## config.mk

```make
export PLATFORM = sky130hd
export DESIGN_NAME = ir_pulse_distance_decoder_top
export DESIGN_NICKNAME = d
export VERILOG_FILES = /design/src/hdl/ird_pkg.sv /design/src/hdl/ird_front.sv /design/src/hdl/ird_queue.sv /design/src/hdl/ird_back.sv /design/src/hdl/ir_pulse_distance_decoder_top.sv
export SDC_FILE = /design/constraint.sdc
export NUM_CORES = 1
export LEC_CHECK = 0
export BUFFER_PORTS_ARGS = -buffer_cell sky130_fd_sc_hd__buf_2
export CAP_MARGIN = 40
export CORE_MARGIN = 2
export CORE_UTILIZATION = 50
export CTS_CLUSTER_DIAMETER = 80
export DETAILED_ROUTE_END_ITERATION = 8
export HOLD_SLACK_MARGIN = 0.1
export PLACE_DENSITY_LB_ADDON = 0.1
export RECOVER_POWER = 50
export SLEW_MARGIN = 20
export SYNTH_ARGS = -nofsm -noshare
export SYNTH_HDL_FRONTEND = slang
export SYNTH_HIERARCHICAL = 1
export SYNTH_SLANG_ARGS = --single-unit
```

## constraint.sdc

```tcl
create_clock -name clk -period 4.8 [get_ports clk]
set_clock_uncertainty 0.05 [all_clocks]
set_input_delay 0.48 -clock clk [delete_from_list [all_inputs] [get_ports clk]]
set_output_delay 0.48 -clock clk [all_outputs]
set_load 0.1 [all_outputs]
```

## src/hdl/ird_pkg.sv

```systemverilog
// Shared types and constants for the IR pulse-distance decoder.
// No dependencies; imported by every module of the block.
`default_nettype none
package ird_pkg;

  localparam int unsigned TIME_W   = 16;
  localparam int unsigned NUM_REGS = 8;
  localparam int unsigned REG_IDX_W = 3;
  localparam int unsigned FRAME_W  = 32;
  localparam int unsigned BYTE_W   = 8;
  localparam int unsigned IN_TDATA_W  = 16;
  localparam int unsigned OUT_TDATA_W = 56;
  localparam int unsigned OUT_TUSER_W = 3;

  typedef enum logic [REG_IDX_W-1:0] {
    REG_HEADER_MIN = 3'd0,
    REG_HEADER_MAX = 3'd1,
    REG_REPEAT_MIN = 3'd2,
    REG_REPEAT_MAX = 3'd3,
    REG_ZERO_MIN   = 3'd4,
    REG_ZERO_MAX   = 3'd5,
    REG_ONE_MIN    = 3'd6,
    REG_ONE_MAX    = 3'd7
  } ird_reg_t;

  localparam logic [TIME_W-1:0] RST_HEADER_MIN = 16'd12500;
  localparam logic [TIME_W-1:0] RST_HEADER_MAX = 16'd14500;
  localparam logic [TIME_W-1:0] RST_REPEAT_MIN = 16'd10800;
  localparam logic [TIME_W-1:0] RST_REPEAT_MAX = 16'd11800;
  localparam logic [TIME_W-1:0] RST_ZERO_MIN   = 16'd900;
  localparam logic [TIME_W-1:0] RST_ZERO_MAX   = 16'd1400;
  localparam logic [TIME_W-1:0] RST_ONE_MIN    = 16'd1900;
  localparam logic [TIME_W-1:0] RST_ONE_MAX    = 16'd2600;

  localparam logic [BYTE_W-1:0] BYTE_ONES = 8'hFF;

  typedef enum logic [OUT_TUSER_W-1:0] {
    EV_FIRST  = 3'd0,
    EV_HEADER = 3'd1,
    EV_REPEAT = 3'd2,
    EV_BIT    = 3'd3,
    EV_FRAME  = 3'd4,
    EV_ERROR  = 3'd5,
    EV_IGNORE = 3'd6
  } ird_event_t;

  // classified edge passed from front to back
  typedef struct packed {
    logic first;
    logic hdr;
    logic rpt;
    logic zero;
    logic one;
  } ird_class_t;

endpackage
`default_nettype wire

```

## src/hdl/ird_front.sv

```systemverilog
// Front end: holds the timing windows, measures edge intervals and classifies them.
// Depends on ird_pkg.
`default_nettype none
module ird_front (
  input  wire logic                          clk,
  input  wire logic                          rst_n,
  input  wire logic                          cfg_we,
  input  wire logic [ird_pkg::REG_IDX_W-1:0] cfg_index,
  input  wire logic [ird_pkg::TIME_W-1:0]    cfg_wdata,
  input  wire logic                          in_tvalid,
  output logic                               in_tready,
  input  wire logic [ird_pkg::TIME_W-1:0]    edge_time,
  input  wire logic                          q_full,
  output logic                               q_push,
  output ird_pkg::ird_class_t                q_class
);
  import ird_pkg::*;

  logic [TIME_W-1:0] hdr_min_r, hdr_max_r, rpt_min_r, rpt_max_r;
  logic [TIME_W-1:0] zero_min_r, zero_max_r, one_min_r, one_max_r;
  logic              seen_r, seen_nxt;
  logic [TIME_W-1:0] prev_r, prev_nxt;
  logic [TIME_W-1:0] delta;

  always_ff @(posedge clk) begin
    if (!rst_n) begin
      hdr_min_r  <= RST_HEADER_MIN;
      hdr_max_r  <= RST_HEADER_MAX;
      rpt_min_r  <= RST_REPEAT_MIN;
      rpt_max_r  <= RST_REPEAT_MAX;
      zero_min_r <= RST_ZERO_MIN;
      zero_max_r <= RST_ZERO_MAX;
      one_min_r  <= RST_ONE_MIN;
      one_max_r  <= RST_ONE_MAX;
    end else if (cfg_we) begin
      unique case (ird_reg_t'(cfg_index))
        REG_HEADER_MIN: hdr_min_r  <= cfg_wdata;
        REG_HEADER_MAX: hdr_max_r  <= cfg_wdata;
        REG_REPEAT_MIN: rpt_min_r  <= cfg_wdata;
        REG_REPEAT_MAX: rpt_max_r  <= cfg_wdata;
        REG_ZERO_MIN:   zero_min_r <= cfg_wdata;
        REG_ZERO_MAX:   zero_max_r <= cfg_wdata;
        REG_ONE_MIN:    one_min_r  <= cfg_wdata;
        REG_ONE_MAX:    one_max_r  <= cfg_wdata;
        default: ;
      endcase
    end
  end

  assign in_tready = !q_full;
  assign q_push    = in_tvalid && !q_full;
  // interval wraps modulo 2^16
  assign delta     = edge_time - prev_r;

  always_comb begin
    seen_nxt = seen_r;
    prev_nxt = prev_r;
    if (q_push) begin
      seen_nxt = 1'b1;
      prev_nxt = edge_time;
    end
    q_class.first = !seen_r;
    q_class.hdr   = (delta >= hdr_min_r)  && (delta <= hdr_max_r);
    q_class.rpt   = (delta >= rpt_min_r)  && (delta <= rpt_max_r);
    q_class.zero  = (delta >= zero_min_r) && (delta <= zero_max_r);
    q_class.one   = (delta >= one_min_r)  && (delta <= one_max_r);
  end

  always_ff @(posedge clk) begin
    if (!rst_n) begin
      seen_r <= 1'b0;
      prev_r <= '0;
    end else begin
      seen_r <= seen_nxt;
      prev_r <= prev_nxt;
    end
  end

endmodule
`default_nettype wire

```

## src/hdl/ird_queue.sv

```systemverilog
// Two-entry queue of classified edges between front and back.
// Depends on ird_pkg.
`default_nettype none
module ird_queue (
  input  wire logic          clk,
  input  wire logic          rst_n,
  input  wire logic          push,
  input  ird_pkg::ird_class_t push_data,
  output logic               full,
  input  wire logic          pop,
  output logic               avail,
  output ird_pkg::ird_class_t pop_data
);
  import ird_pkg::*;

  ird_class_t mem_r [2];
  logic       wr_ptr_r, wr_ptr_nxt;
  logic       rd_ptr_r, rd_ptr_nxt;
  logic [1:0] count_r, count_nxt;

  assign full     = (count_r == 2'd2);
  assign avail    = (count_r != 2'd0);
  assign pop_data = mem_r[rd_ptr_r];

  always_comb begin
    wr_ptr_nxt = wr_ptr_r;
    rd_ptr_nxt = rd_ptr_r;
    count_nxt  = count_r;
    if (push) begin
      wr_ptr_nxt = !wr_ptr_r;
    end
    if (pop) begin
      rd_ptr_nxt = !rd_ptr_r;
    end
    if (push && !pop) begin
      count_nxt = count_r + 2'd1;
    end else if (pop && !push) begin
      count_nxt = count_r - 2'd1;
    end
  end

  always_ff @(posedge clk) begin
    if (push) begin
      mem_r[wr_ptr_r] <= push_data;
    end
  end

  always_ff @(posedge clk) begin
    if (!rst_n) begin
      wr_ptr_r <= 1'b0;
      rd_ptr_r <= 1'b0;
      count_r  <= 2'd0;
    end else begin
      wr_ptr_r <= wr_ptr_nxt;
      rd_ptr_r <= rd_ptr_nxt;
      count_r  <= count_nxt;
    end
  end

endmodule
`default_nettype wire

```

## src/hdl/ird_back.sv

```systemverilog
// Back end: reception state, bit assembly, frame check and the output register.
// Depends on ird_pkg.
`default_nettype none
module ird_back #(
  parameter int unsigned FRAME_BITS = 32
) (
  input  wire logic                            clk,
  input  wire logic                            rst_n,
  input  wire logic                            q_avail,
  input  ird_pkg::ird_class_t                  q_class,
  output logic                                 q_pop,
  output logic                                 out_tvalid,
  input  wire logic                            out_tready,
  output logic [ird_pkg::OUT_TDATA_W-1:0]      out_tdata,
  output logic [ird_pkg::OUT_TUSER_W-1:0]      out_tuser
);
  import ird_pkg::*;

  localparam int unsigned CNT_W = $clog2(FRAME_BITS + 1);
  localparam int unsigned IDX_W = $clog2(FRAME_BITS);
  localparam logic [CNT_W-1:0] CNT_LAST = CNT_W'(FRAME_BITS);

  logic                   recv_r, recv_nxt;
  logic [FRAME_BITS-1:0]  shift_r, shift_nxt;
  logic [CNT_W-1:0]       cnt_r, cnt_nxt;
  logic                   ovalid_r, ovalid_nxt;
  ird_event_t             ev_r, ev_nxt;
  logic [FRAME_W-1:0]     frame_r, frame_nxt;
  logic                   fvalid_nxt, fvalid_r;

  assign q_pop = q_avail && (!ovalid_r || out_tready);

  always_comb begin
    recv_nxt   = recv_r;
    shift_nxt  = shift_r;
    cnt_nxt    = cnt_r;
    ovalid_nxt = ovalid_r && !out_tready;
    ev_nxt     = ev_r;
    frame_nxt  = frame_r;
    if (q_pop) begin
      ovalid_nxt = 1'b1;
      frame_nxt  = '0;
      if (q_class.first) begin
        ev_nxt = EV_FIRST;
      end else if (!recv_r) begin
        if (q_class.hdr) begin
          ev_nxt    = EV_HEADER;
          recv_nxt  = 1'b1;
          shift_nxt = '0;
          cnt_nxt   = '0;
        end else if (q_class.rpt) begin
          ev_nxt = EV_REPEAT;
        end else begin
          ev_nxt = EV_IGNORE;
        end
      end else if (q_class.zero || q_class.one) begin
        shift_nxt[cnt_r[IDX_W-1:0]] = shift_r[cnt_r[IDX_W-1:0]] | (!q_class.zero);
        cnt_nxt = cnt_r + CNT_W'(1);
        if (cnt_nxt == CNT_LAST) begin
          ev_nxt    = EV_FRAME;
          recv_nxt  = 1'b0;
          frame_nxt = FRAME_W'(shift_nxt);
        end else begin
          ev_nxt = EV_BIT;
        end
      end else if (q_class.hdr) begin
        ev_nxt    = EV_HEADER;
        shift_nxt = '0;
        cnt_nxt   = '0;
      end else begin
        ev_nxt   = EV_ERROR;
        recv_nxt = 1'b0;
      end
    end
    fvalid_nxt = (ev_nxt == EV_FRAME)
              && ((frame_nxt[7:0] ^ frame_nxt[15:8]) == BYTE_ONES)
              && ((frame_nxt[23:16] ^ frame_nxt[31:24]) == BYTE_ONES);
  end

  always_ff @(posedge clk) begin
    if (!rst_n) begin
      recv_r   <= 1'b0;
      shift_r  <= '0;
      cnt_r    <= '0;
      ovalid_r <= 1'b0;
    end else begin
      recv_r   <= recv_nxt;
      shift_r  <= shift_nxt;
      cnt_r    <= cnt_nxt;
      ovalid_r <= ovalid_nxt;
    end
  end

  always_ff @(posedge clk) begin
    ev_r     <= ev_nxt;
    frame_r  <= frame_nxt;
    fvalid_r <= fvalid_nxt;
  end

  assign out_tvalid = ovalid_r;
  assign out_tuser  = ev_r;
  assign out_tdata  = {7'd0, fvalid_r, frame_r[23:16], frame_r[7:0], frame_r};

endmodule
`default_nettype wire

```

## src/hdl/ir_pulse_distance_decoder_top.sv

```systemverilog
// Path: the front end classifies an accepted edge, the queue holds it and the back end
// registers its result. Throughput: one edge per cycle while out_tready stays high; the
// window compares in the front end are combinational and the back end registers each bit.
// Reset: synchronous, active low; windows return to their defaults, the decoder
// goes idle and waits for a first edge.
// Depends on ird_pkg, ird_front, ird_queue and ird_back.
`default_nettype none
module ir_pulse_distance_decoder_top #(
  parameter int unsigned FRAME_BITS = 32
) (
  input  wire logic                              clk,
  input  wire logic                              rst_n,
  input  wire logic                              cfg_we,
  input  wire logic [ird_pkg::REG_IDX_W-1:0]     cfg_index,
  input  wire logic [ird_pkg::TIME_W-1:0]        cfg_wdata,
  input  wire logic                              in_tvalid,
  output logic                                   in_tready,
  // edge_time[15:0]
  input  wire logic [ird_pkg::IN_TDATA_W-1:0]    in_tdata,
  output logic                                   out_tvalid,
  input  wire logic                              out_tready,
  // frame_bits[31:0], address[39:32], command[47:40], frame_valid[48], zero[55:49]
  output logic [ird_pkg::OUT_TDATA_W-1:0]        out_tdata,
  // event_res[2:0]
  output logic [ird_pkg::OUT_TUSER_W-1:0]        out_tuser
);
  import ird_pkg::*;

  logic       q_push, q_full, q_pop, q_avail;
  ird_class_t push_class, pop_class;

  ird_front u_front (
    .clk       (clk),
    .rst_n     (rst_n),
    .cfg_we    (cfg_we),
    .cfg_index (cfg_index),
    .cfg_wdata (cfg_wdata),
    .in_tvalid (in_tvalid),
    .in_tready (in_tready),
    .edge_time (in_tdata),
    .q_full    (q_full),
    .q_push    (q_push),
    .q_class   (push_class)
  );

  ird_queue u_queue (
    .clk       (clk),
    .rst_n     (rst_n),
    .push      (q_push),
    .push_data (push_class),
    .full      (q_full),
    .pop       (q_pop),
    .avail     (q_avail),
    .pop_data  (pop_class)
  );

  ird_back #(
    .FRAME_BITS (FRAME_BITS)
  ) u_back (
    .clk        (clk),
    .rst_n      (rst_n),
    .q_avail    (q_avail),
    .q_class    (pop_class),
    .q_pop      (q_pop),
    .out_tvalid (out_tvalid),
    .out_tready (out_tready),
    .out_tdata  (out_tdata),
    .out_tuser  (out_tuser)
  );

endmodule
`default_nettype wire

```

==> results.cfg <==
[clocking]
ctsRootBufferMaster = clkbuf_16
htreeDepth = 1
cts.repair.resized = 0
cts_buffers = 28
postCtsHoldBufs = 0
post_cts_buffers = 0
numClockSinks = 236
insertion_delay_ns = 0.55
path_clk_slew_ns = 0.06
cts_tree = yes
clock_path_buffers = 3

[cells_and_area]
final_layout_size_suffix_gt1_share_pct = 10.7
area_growth_pct = 11.3
layout.nets = 2026
diodes = 0
final_common_cell = nand2_1
stdcell_count = 2236
final_cell_mix = nand2_1 (339), dfxtp_1 (226), inv_1 (156)

[setup_path]
crit_chain = inv_1 > ha_1 > nor2b_1 > o31a_1 > o31a_1 > o221a_4 > or4b_1 > and4_1 > ha_1 > nand4_1 > or4_1 > o31a_1 > nor3_1
cp.arrival_ns = 4.64
r2r_cells = 13
startpoint = u_front/prev_r[2]$_SDFFE_PN0P_
slowest_stage = or4b_1
crit_path_max_fanout = 8
cp_data_required_time_ns = 5.10
cp-start-kind = register
r2r-end = u_queue/mem_r[0][0]$_DFFE_PP_
end_kind = register
critPathMostFrequentCell = o31a_1
r2r-start = u_front/prev_r[2]$_SDFFE_PN0P_
critPathMaxStageDelay_ns = 0.45
critPathBufInv = 1
crit_type = reg2reg
crit_family = simple AND/OR/NAND/NOR gates
rrSetupSlack_ns = 0.47

[sta]
drv_slew = 137
finalSetupViolCount = 0
worst_slack_ns = 0.465
timing.final.crit_share_pct = 90.3
hold_viol = 0
max_freq_mhz = 231
worst_pin_slew_ns = 2.34
period_minus_slack_ns = 4.33
slew_headroom_pct = -56.3
tns_ns = 0
rsz0062_at_grt = no

[floorplanning]
die_h_um = 173
rows = 61
dieArea_um2 = 30000
start_util_pct = 51.2
io_pins = 101
core_region_area_um2 = 28000
die_w_um = 173

[global_routing]
grt_pass1_vias = 12100
grt_usage_pct = 27.9
antenna_found_initial = 0
grt_pass1_wl_um = 67300
grt-ovfl-total = 0
grt_max_degree = 79

[detailed_routing]
wire_per_inst_um = 19.0
vias_per_cell = 5.73
drt_wl_total_um = 42500
drt-initial-drc-count = 1114
ant_nets = 0
dr.pass1.iters = 7
drc = 0
vias = 12800

[hold_path]
hold_class = in2reg
min_path_cells = 3
min-delay-start = in_tdata[3]
hold_end = u_front/prev_r[3]$_SDFFE_PN0P_

[outcome]
status = finished, violations left
violations = capacitance limit, slew limit

[synthesis]
ys_dominant_reg_cell = dfxtp_1
ys_warn_count = 6
synth-seq-area-share_pct = 33.7
netlist_instances = 1787
avgSynthCellArea_um2 = 8.02
ys_seq_elements = 236
synth_area_leaders = dfxtp_1 (32%), ha_1 (13%), nand2_1 (8.9%), a21boi_0 (5.3%), inv_1 (4.1%)
async_flop_share_pct = 0
synth-edff-count = 10
syn_area_um2 = 14300
yosysUniqueCellTypes = 78
synth_top_area_share_pct = 31.6
synth_top_area_cell = dfxtp_1

[place]
detailed_place_hpwl_um = 30400
io_buffers = 93
preCtsSetupSlack_ns = 0.238
post-place-cells = 2184
gp_congestion = 0.940

[job]
max-cap-violations = 2

[power_and_ir_drop]
p_leak_uw = 0.00641
peakVddDrop_uv = 321
powerDensity_nw_per_um2 = 400
## stage by stage
stage               hold WS [ns]  cell area, um^2  utilization (%)  power (uW)
finish                     0.142            16000             57.0        6380
global route               0.133            16000             57.0        6720
CTS                        0.120            16000             57.3        6390
detailed placement         0.406            15100             53.8        4160
global placement           0.402            15000             53.6        4110
floorplan                  0.391            14400                -        3520
## synthesized netlist by cell type (6+ instances only)
master	count
nand4_1	19
buf_2	8
a22oi_1	16
o21a_1	17
inv_1	156
a21boi_0	102
a211oi_1	7
a21oi_1	116
xor2_1	10
clkbuf_1	73
nand2b_1	16
and2_1	18
mux2i_1	6
a2111oi_0	8
o211ai_1	52
nand3b_1	6
nand2_1	339
xnor2_1	13
edfxtp_1	10
ha_1	149
dfxtp_1	226
nor2b_1	12
nor3_1	15
o31a_1	7
a21o_1	14
o21ai_1	8
nand3_1	43
o2111ai_1	6
nor2_1	72
mux4_2	6
a31oi_1	14
or4_1	7
and4_1	7
o21ai_0	75
buf_4	38
mux2_2	8
## cell type report
class / count / area [um^2]
fill: 2711 / 12100
multi-input combinational: 1271 / 8310
sequential: 236 / 4820
clock buffer: 40 / 858
timing repair buffer: 142 / 781
inverter: 157 / 589
tap: 378 / 473
clock inverter: 12 / 116
## cell families after synthesis
logic type	synth area share, %
AO/OA/AOI/OAI	22.7
XOR/XNOR	1.41
adder cells (fa/ha/maj)	13.1
buffers and inverters	8.69
flip-flops	33.7
multiplexers	1.99
other	0.0262
AND/OR/NAND/NOR	18.4
## worst reg2reg max path, cell delays in order (launching register included)
cell and delay [ns]:
dfxtp_1 0.33, inv_1 0.04, ha_1 0.32, nor2b_1 0.16, o31a_1 0.26, o31a_1 0.29, o221a_4 0.27, or4b_1 0.45
and4_1 0.38, ha_1 0.43, nand4_1 0.13, or4_1 0.45, o31a_1 0.30, nor3_1 0.27
## worst max-delay path by stage
| stage | cells after the start | endpoint |
|---|---|---|
| 5_1_grt | 13 | u_queue/mem_r[0][0]$_DFFE_PP_ |
| 4_1_cts | 13 | u_queue/mem_r[0][0]$_DFFE_PP_ |
| 2_1_floorplan | 13 | u_queue/mem_r[0][0]$_DFFE_PP_ |
| 3_5_place_dp | 16 | u_queue/mem_r[1][0]$_DFFE_PP_ |
| 6_report | 13 | u_queue/mem_r[0][0]$_DFFE_PP_ |
| 3_3_place_gp | 17 | u_queue/mem_r[0][1]$_DFFE_PP_ |
## flip-flops by register name (all words and copies together) (netlist names), 2 cells and up, named ones only
| signal | count |
|---|---|
| u_front/hdr_min_r | 16 |
| u_front/rpt_max_r | 16 |
| u_back/shift_r | 32 |
| u_back/out_tuser | 3 |
| u_front/zero_max_r | 16 |
| u_back/frame_r | 32 |
| u_front/prev_r | 16 |
| u_front/hdr_max_r | 16 |
| u_front/rpt_min_r | 16 |
| u_queue/count_r | 2 |
| u_front/one_min_r | 16 |
| u_front/one_max_r | 16 |
| u_queue/mem_r | 10 |
| u_front/zero_min_r | 16 |
| u_back/cnt_r | 6 |
## per-layer routing
metal	wire length, um	global-route usage, %
met5	0	0
met4	1290	9.00
met3	2900	4.25
met2	18600	43.4
met1	19700	39.5
## where the power goes
part           internal (uW)  switching, uW  leakage (uW)
combinational            694           1320       0.00399
sequential              2080           61.3       0.00193
clock                   1350            875      0.000487
total                   4120           2260       0.00641
Power figures use the tool's default switching activity.
